===== src/mrd_pkg.sv =====
// Shared types and codes for the moving RMS decimator.
`default_nettype none
package mrd_pkg;

	localparam logic [1:0] CMD_SAMPLE = 2'd0;
	localparam logic [1:0] CMD_QUERY  = 2'd1;
	localparam logic [1:0] CMD_CLEAR  = 2'd2;

	localparam logic [1:0] REG_CHANNELS = 2'd0;
	localparam logic [1:0] REG_HISTORY  = 2'd1;
	localparam logic [1:0] REG_WINDOW   = 2'd2;
	localparam logic [1:0] REG_DECIM    = 2'd3;

	localparam logic ITER_DIV  = 1'b0;
	localparam logic ITER_SQRT = 1'b1;

	localparam int OPND_W = 56;
	localparam int VAL_W  = 24;

	typedef struct packed {
		logic start;
		logic mode;
	} iter_req_t;

endpackage
`default_nettype wire


===== src/mrd_iter.sv =====
// Shared shift/compare/subtract unit: restoring divide or integer square root.
`default_nettype none
module mrd_iter (
	input  wire logic                clk,
	input  wire logic                arst_n,
	input  wire mrd_pkg::iter_req_t  req,
	input  wire logic [55:0]         opnd,
	input  wire logic [8:0]          dvsr,
	output logic                     done,
	output logic [55:0]              res
);
	import mrd_pkg::*;

	logic        busy_q;
	logic        mode_q;
	logic        done_q;
	logic [5:0]  cnt_q;
	logic [55:0] acc_q;
	logic [31:0] rem_q;
	logic [27:0] root_q;
	logic [8:0]  dv_q;
	logic [31:0] r;
	logic [31:0] sub;
	logic [31:0] diff;
	logic        ge;
	logic [5:0]  last;

	always_comb begin
		if (mode_q == ITER_DIV) begin
			r    = {rem_q[30:0], acc_q[55]};
			sub  = {23'b0, dv_q};
			last = 6'd55;
		end else begin
			r    = {rem_q[29:0], acc_q[55:54]};
			sub  = {2'b0, root_q, 2'b01};
			last = 6'd27;
		end
		ge   = r >= sub;
		diff = r - sub;
	end

	always_ff @(posedge clk or negedge arst_n) begin
		if (!arst_n) begin
			busy_q <= 1'b0;
			done_q <= 1'b0;
			mode_q <= ITER_DIV;
			cnt_q  <= '0;
		end else begin
			done_q <= 1'b0;
			if (req.start) begin
				busy_q <= 1'b1;
				mode_q <= req.mode;
				cnt_q  <= '0;
			end else if (busy_q) begin
				cnt_q <= cnt_q + 6'd1;
				if (cnt_q == last) begin
					busy_q <= 1'b0;
					done_q <= 1'b1;
				end
			end
		end
	end

	always_ff @(posedge clk) begin
		if (req.start) begin
			acc_q  <= opnd;
			rem_q  <= '0;
			root_q <= '0;
			dv_q   <= dvsr;
		end else if (busy_q) begin
			rem_q <= ge ? diff : r;
			if (mode_q == ITER_DIV) begin
				acc_q <= {acc_q[54:0], ge};
			end else begin
				acc_q  <= {acc_q[53:0], 2'b00};
				root_q <= {root_q[26:0], ge};
			end
		end
	end

	assign done = done_q;
	assign res  = (mode_q == ITER_DIV) ? acc_q : {28'b0, root_q};
endmodule
`default_nettype wire


===== config.mk =====
export PLATFORM = sky130hd
export DESIGN_NAME = mrd_iter
export DESIGN_NICKNAME = d
export VERILOG_FILES = /design/src/mrd_pkg.sv /design/src/mrd_iter.sv
export SDC_FILE = /design/constraint.sdc
export NUM_CORES = 1
export LEC_CHECK = 0
export ABC_AREA = 0
export BUFFER_PORTS_ARGS = -buffer_cell sky130_fd_sc_hd__buf_2
export CAP_MARGIN = 20
export CORE_AREA = 2 2 171 173
export CTS_CLUSTER_SIZE = 12
export DETAILED_ROUTE_END_ITERATION = 8
export DIE_AREA = 0 0 173 175
export PLACE_DENSITY_LB_ADDON = 0.3
export SLEW_MARGIN = 25
export SYNTH_ARGS = -nofsm -noshare
export SYNTH_HDL_FRONTEND = slang
export SYNTH_SLANG_ARGS = --single-unit

===== constraint.sdc =====
create_clock -name clk -period 10.8 [get_ports clk]
set_input_delay 0.54 -clock clk [delete_from_list [all_inputs] [get_ports clk]]
set_output_delay 0.54 -clock clk [all_outputs]
set_load 0.01 [all_outputs]

* Yosys cells after proc, flatten, opt, wreduce, memory -nomap -nowiden *
Index checks and enable logic that the tools add are counted.

storage, ports and cells
  register bits after elaboration = 133
  output and inout bits = 57

operators by class
  order comparisons = 1
  muxes and demuxes = 16
  eq/ne operators = 1
  reduce and logical (&&, ||, !) cells = 2
  add/subtract/negate cells = 2

operators by type and width
  operator               number
  $mux W56               4
  $ge A32 B30 Y1         1
  $mux W32               1
  $mux W31               1
  $sub A31 B30 Y31       1
  $mux W30               1
  $mux W6                3
  $add A6 B1 Y6 const B  1
  $eq A6 B6 Y1           1
  $mux W1                6
  $reduce_and A2 Y1      1
  $reduce_bool A2 Y1     1

* Depth between registers and ports, before layout *
  word-level depth = 5
  depth in mapped cells = 16
  mapped depth without buffers = 12

* Worst setup path before layout *
OpenSTA, ideal clock, no wires.

  path kind = register -> register
  start = register mode_q
  end = register rem_q[29]
  setup time = 0.117 ns
  path slack = 6.722 ns
  arrival = 3.961 ns
  required time = 10.683 ns
  stages on the path, launching flop included = 14
  period minus slack after synthesis = 4.078 ns
  cells stage by stage = dfrtp_1 > buf_2 > buf_1 > clkbuf_1 > buf_1 > mux2i_1 > ha_1 > a2111o_1 > o2111ai_2 > a31oi_1 > a211oi_2 > nor3_1 > or4_1 > a32o_1

on the way
  word-level cells in the longest chain between the ends = 3

ends and longest elaborated chain
  item                                                line                            RTL
  start, declared                                     mrd_iter.sv:15                  logic mode_q;
  start signal, assigned                              mrd_iter.sv:52                  mode_q <= req.mode;
  $mux W32 or $mux W30 (tied branches)                mrd_iter.sv:29                  if (mode_q == ITER_DIV) begin
  $sub A31 B30 Y31 or $ge A32 B30 Y1 (tied branches)  mrd_iter.sv:39, mrd_iter.sv:38
  $mux W31 *                                          mrd_iter.sv:71                  rem_q <= ge ? diff : r;
  end signal, assigned                                mrd_iter.sv:71
  end, declared                                       mrd_iter.sv:19                  logic [31:0] rem_q;

Mark *: on every way between the ends. The rest lies on a longest branch, timed or not.
A chain may end at the register's enable or synchronous reset.

* Worst setup path in the final report *
  start = register mode_q
  end = register rem_q[8]

Same word-level chain as after synthesis.

==> impl_metrics.json <==
{
  "status": "complete, no violations",
  "tightestPinTransition_ns": 0.9462,
  "htreeDepth": 4,
  "first_iter_violations": 536,
  "nFillCells": 3029,
  "final_core_util": 0.3504,
  "die_h_um": 175,
  "relSlewSlack": 0.3677,
  "clkLatencyLatePin_ns": 0.43,
  "path_class": "reg2reg",
  "wl_met2_um": 10310,
  "clock-sinks": 133,
  "overflow": 0,
  "crit_path_max_fanout": 84,
  "clkTransAtPathRegs_ns": 0.06,
  "start_util": 0.2976,
  "ant_nets": 0,
  "yosysUniqueCellTypes": 68,
  "final.setup.tns_ns": 0,
  "grt_usage": 0.1478,
  "drive_gt1_frac": 0.1939,
  "worst_ir_drop_vdd_mv": 0.1409,
  "fin_skew_ns": 0.01067,
  "synthXorXnorAreaFrac": 0.02384,
  "synth-compound-area-share": 0.2061,
  "grt_max_degree": 90,
  "synth.area.mux_share": 0.1071,
  "clock-root-buffer": "clkbuf_16",
  "regArea_mm2": 0.003362,
  "routed_wl_um": 22410,
  "final_max_slew_viol_count": 0,
  "multi_input_area_mm2": 0.004691,
  "drt-met1-wl_um": 10840,
  "synth_cells": 983,
  "num_vias": 7243,
  "seq_area_frac_synth": 0.3975,
  "power.density_mw_per_mm2": 252.1,
  "synth_top_area_cell": "edfxtp_1",
  "grt_pass1_wl_um": 36160,
  "io_pins": 126,
  "port_buffers": 125,
  "design_power_total_uw": 2508,
  "synth.area.top_cells": "edfxtp_1 23%, dfxtp_1 14%, nand2_1 8.0%",
  "synth-adder-area-share": 0.04827,
  "synthesis.area_mm2": 0.008449,
  "grt_pass1_vias": 7018,
  "cap_violations": 0,
  "finalCriticalPeriod_ns": 6.057,
  "synthArstFlopShare": 0.06767,
  "syn_avg_cell_area_um2": 8.595,
  "cp.arrival_ns": 6.34,
  "die_w_um": 173,
  "finalWeightedCongestion": 0.9101,
  "antenna_cells": 0,
  "synthSimpleGateAreaFrac": 0.1696,
  "crit_path_start_kind": "flop",
  "endpoint_kind": "flop",
  "drc": 0,
  "core-area_mm2": 0.02839,
  "p_leak_uw": 0.004166,
  "report.final.hold_viol_count": 0,
  "dp_hpwl_um": 16090,
  "synth.net_count": 1084,
  "area_delta_synth_final_pct": 17.74,
  "synth_edf_count": 65,
  "highest_layer": "met4",
  "required_ns": 11.09,
  "die_area_mm2": 0.03028,
  "ys_ff_latch": 133,
  "synth_top_family_by_area": "compound AO/OA/AOI/OAI gates",
  "drt_pass1_iterations": 5,
  "synth_warnings": 0,
  "wl_met3_um": 697,
  "cts_tree": "done",
  "holdCritPathClass": "in2reg",
  "post_cts_buffers": 0,
  "synth-main-ff-cell": "edfxtp_1",
  "num_rows": 62,
  "yosysTopAreaCellShare": 0.2310,
  "antenna_found_initial": 0,
  "wire_per_inst_um": 15.22,
  "rsz0062_at_grt": "no",
  "nets": 1176,
  "cts_buffers": 17,
  "clk_path_buf_depth": 2,
  "viasPerCell": 4.921,
  "fin_crit_sh": 0.5608,
  "max_freq_mhz": 165.1,
  "setup_viol": 0
}
-- sequential cells by signal, indices dropped and copies added (netlist names) --
register,count
dv_q,9
cnt_q,6
busy_q,1
acc_q,56
mode_q,1
root_q,28
done,1
rem_q,31
-- cell usage in the layout (no fill, tap or decap), types with 6 or more instances in the layout --
cell / netlist / routed
a211oi_1: 21 / 21
mux2_2: 35 / 35
a21o_1: 9 / 9
edfxtp_1: 65 / 65
clkbuf_16: 0 / 17
o21ai_0: 105 / 105
inv_1: 36 / 35
nor2b_1: 33 / 33
o21bai_1: 6 / 6
buf_2: 10 / 124
a21oi_1: 94 / 94
ha_1: 31 / 31
xnor2_1: 14 / 14
nand3_1: 7 / 7
nor2_1: 55 / 54
xor2_1: 9 / 9
nand2_1: 180 / 180
nor3_1: 9 / 9
a31oi_1: 6 / 6
mux2i_1: 51 / 51
dfrtp_1: 9 / 8
dfxtp_1: 59 / 59
buf_4: 1 / 9
nand4_1: 11 / 11
-- repair_timing --
| item | 4_1_cts | 5_1_grt |
|---|---|---|
| gates resized for setup | 0 | 0 |
| hold endpoints to repair | 9 | 0 |
| hold buffers | 1 | 0 |
-- cell families after synthesis --
logic type	after synthesis
mux	86
simple gates	322
flops	133
xor+xnor	23
compound gates	290
buf+inv	97
fa+ha+maj	32
-- path summary, 6_finish.rpt --
path	start	endpoint	cells after the start	slack, ns
worst max-delay path	mode_q	rem_q[8]	14	4.74
worst min-delay path	dvsr[8]	dv_q[8]	1	0.28
worst max register to register	mode_q	rem_q[8]	14	4.74
worst min register to register	root_q[27]	root_q[27]	2	0.46
max in group asynchronous	arst_n	mode_q	2	10.08
min in group asynchronous	arst_n	cnt_q[1]	2	0.52
-- synth_stat cells, types with 11 or more instances --
cell type	number
a211oi_1	21
inv_1	36
nor2_1	55
a21oi_1	94
mux2_2	35
nand2_1	180
dfxtp_1	59
ha_1	31
nor2b_1	33
mux2i_1	51
nand4_1	11
clkbuf_1	37
xnor2_1	14
o21ai_0	105
edfxtp_1	65
-- power by group --
group | switching [uW] | total, uW | leakage, uW | internal [uW]
Clock | 232 | 572 | 0.000273 | 340
Combinational | 734 | 1260 | 0.00259 | 531
Sequential | 56.4 | 671 | 0.00130 | 614
-- critical path, stage by stage (launching register included) --
cell and delay (ns):
dfrtp_4 0.64, buf_4 0.70, buf_4 0.80, inv_1 0.34, a21boi_0 0.24, ha_1 0.29
and2b_1 0.22, o31a_1 0.28, o41ai_2 0.47, a2111oi_2 0.20, nor3_4 0.53, buf_4 0.55
mux2_2 0.40, mux2i_1 0.14, nor2_1 0.05
-- cell type report --
cell class	instances	area share
repair buffers	134	0.07018
flip-flops and latches	133	0.3379
clock buffers	17	0.04276
clock inverters	15	0.01572
inverters	36	0.01358
well taps	384	0.04830
multi-input cells	753	0.4715
-- metal layers --
| metal | up-vias | global-route usage |
|---|---|---|
| met2 | 137 | 0.2393 |
| li1 | 3714 | - |
| met5 | - | 0 |
| met4 | 0 | 0.05862 |
| met1 | 3358 | 0.1955 |
| met3 | 34 | 0.02676 |
-- stage by stage --
step	area [um2]	hold WS, ns	instances	setup WS, ns
2_1_floorplan	8449	0.2444	983	6.722
3_3_place_gp	9356	0.4042	1439	4.892
3_5_place_dp	9356	0.4073	1439	4.762
4_1_cts	9948	0.2676	1472	4.748
5_1_grt	9948	0.2679	1472	4.305
6_report	9948	0.2843	1472	4.743
(Power assumes the default switching activity.)
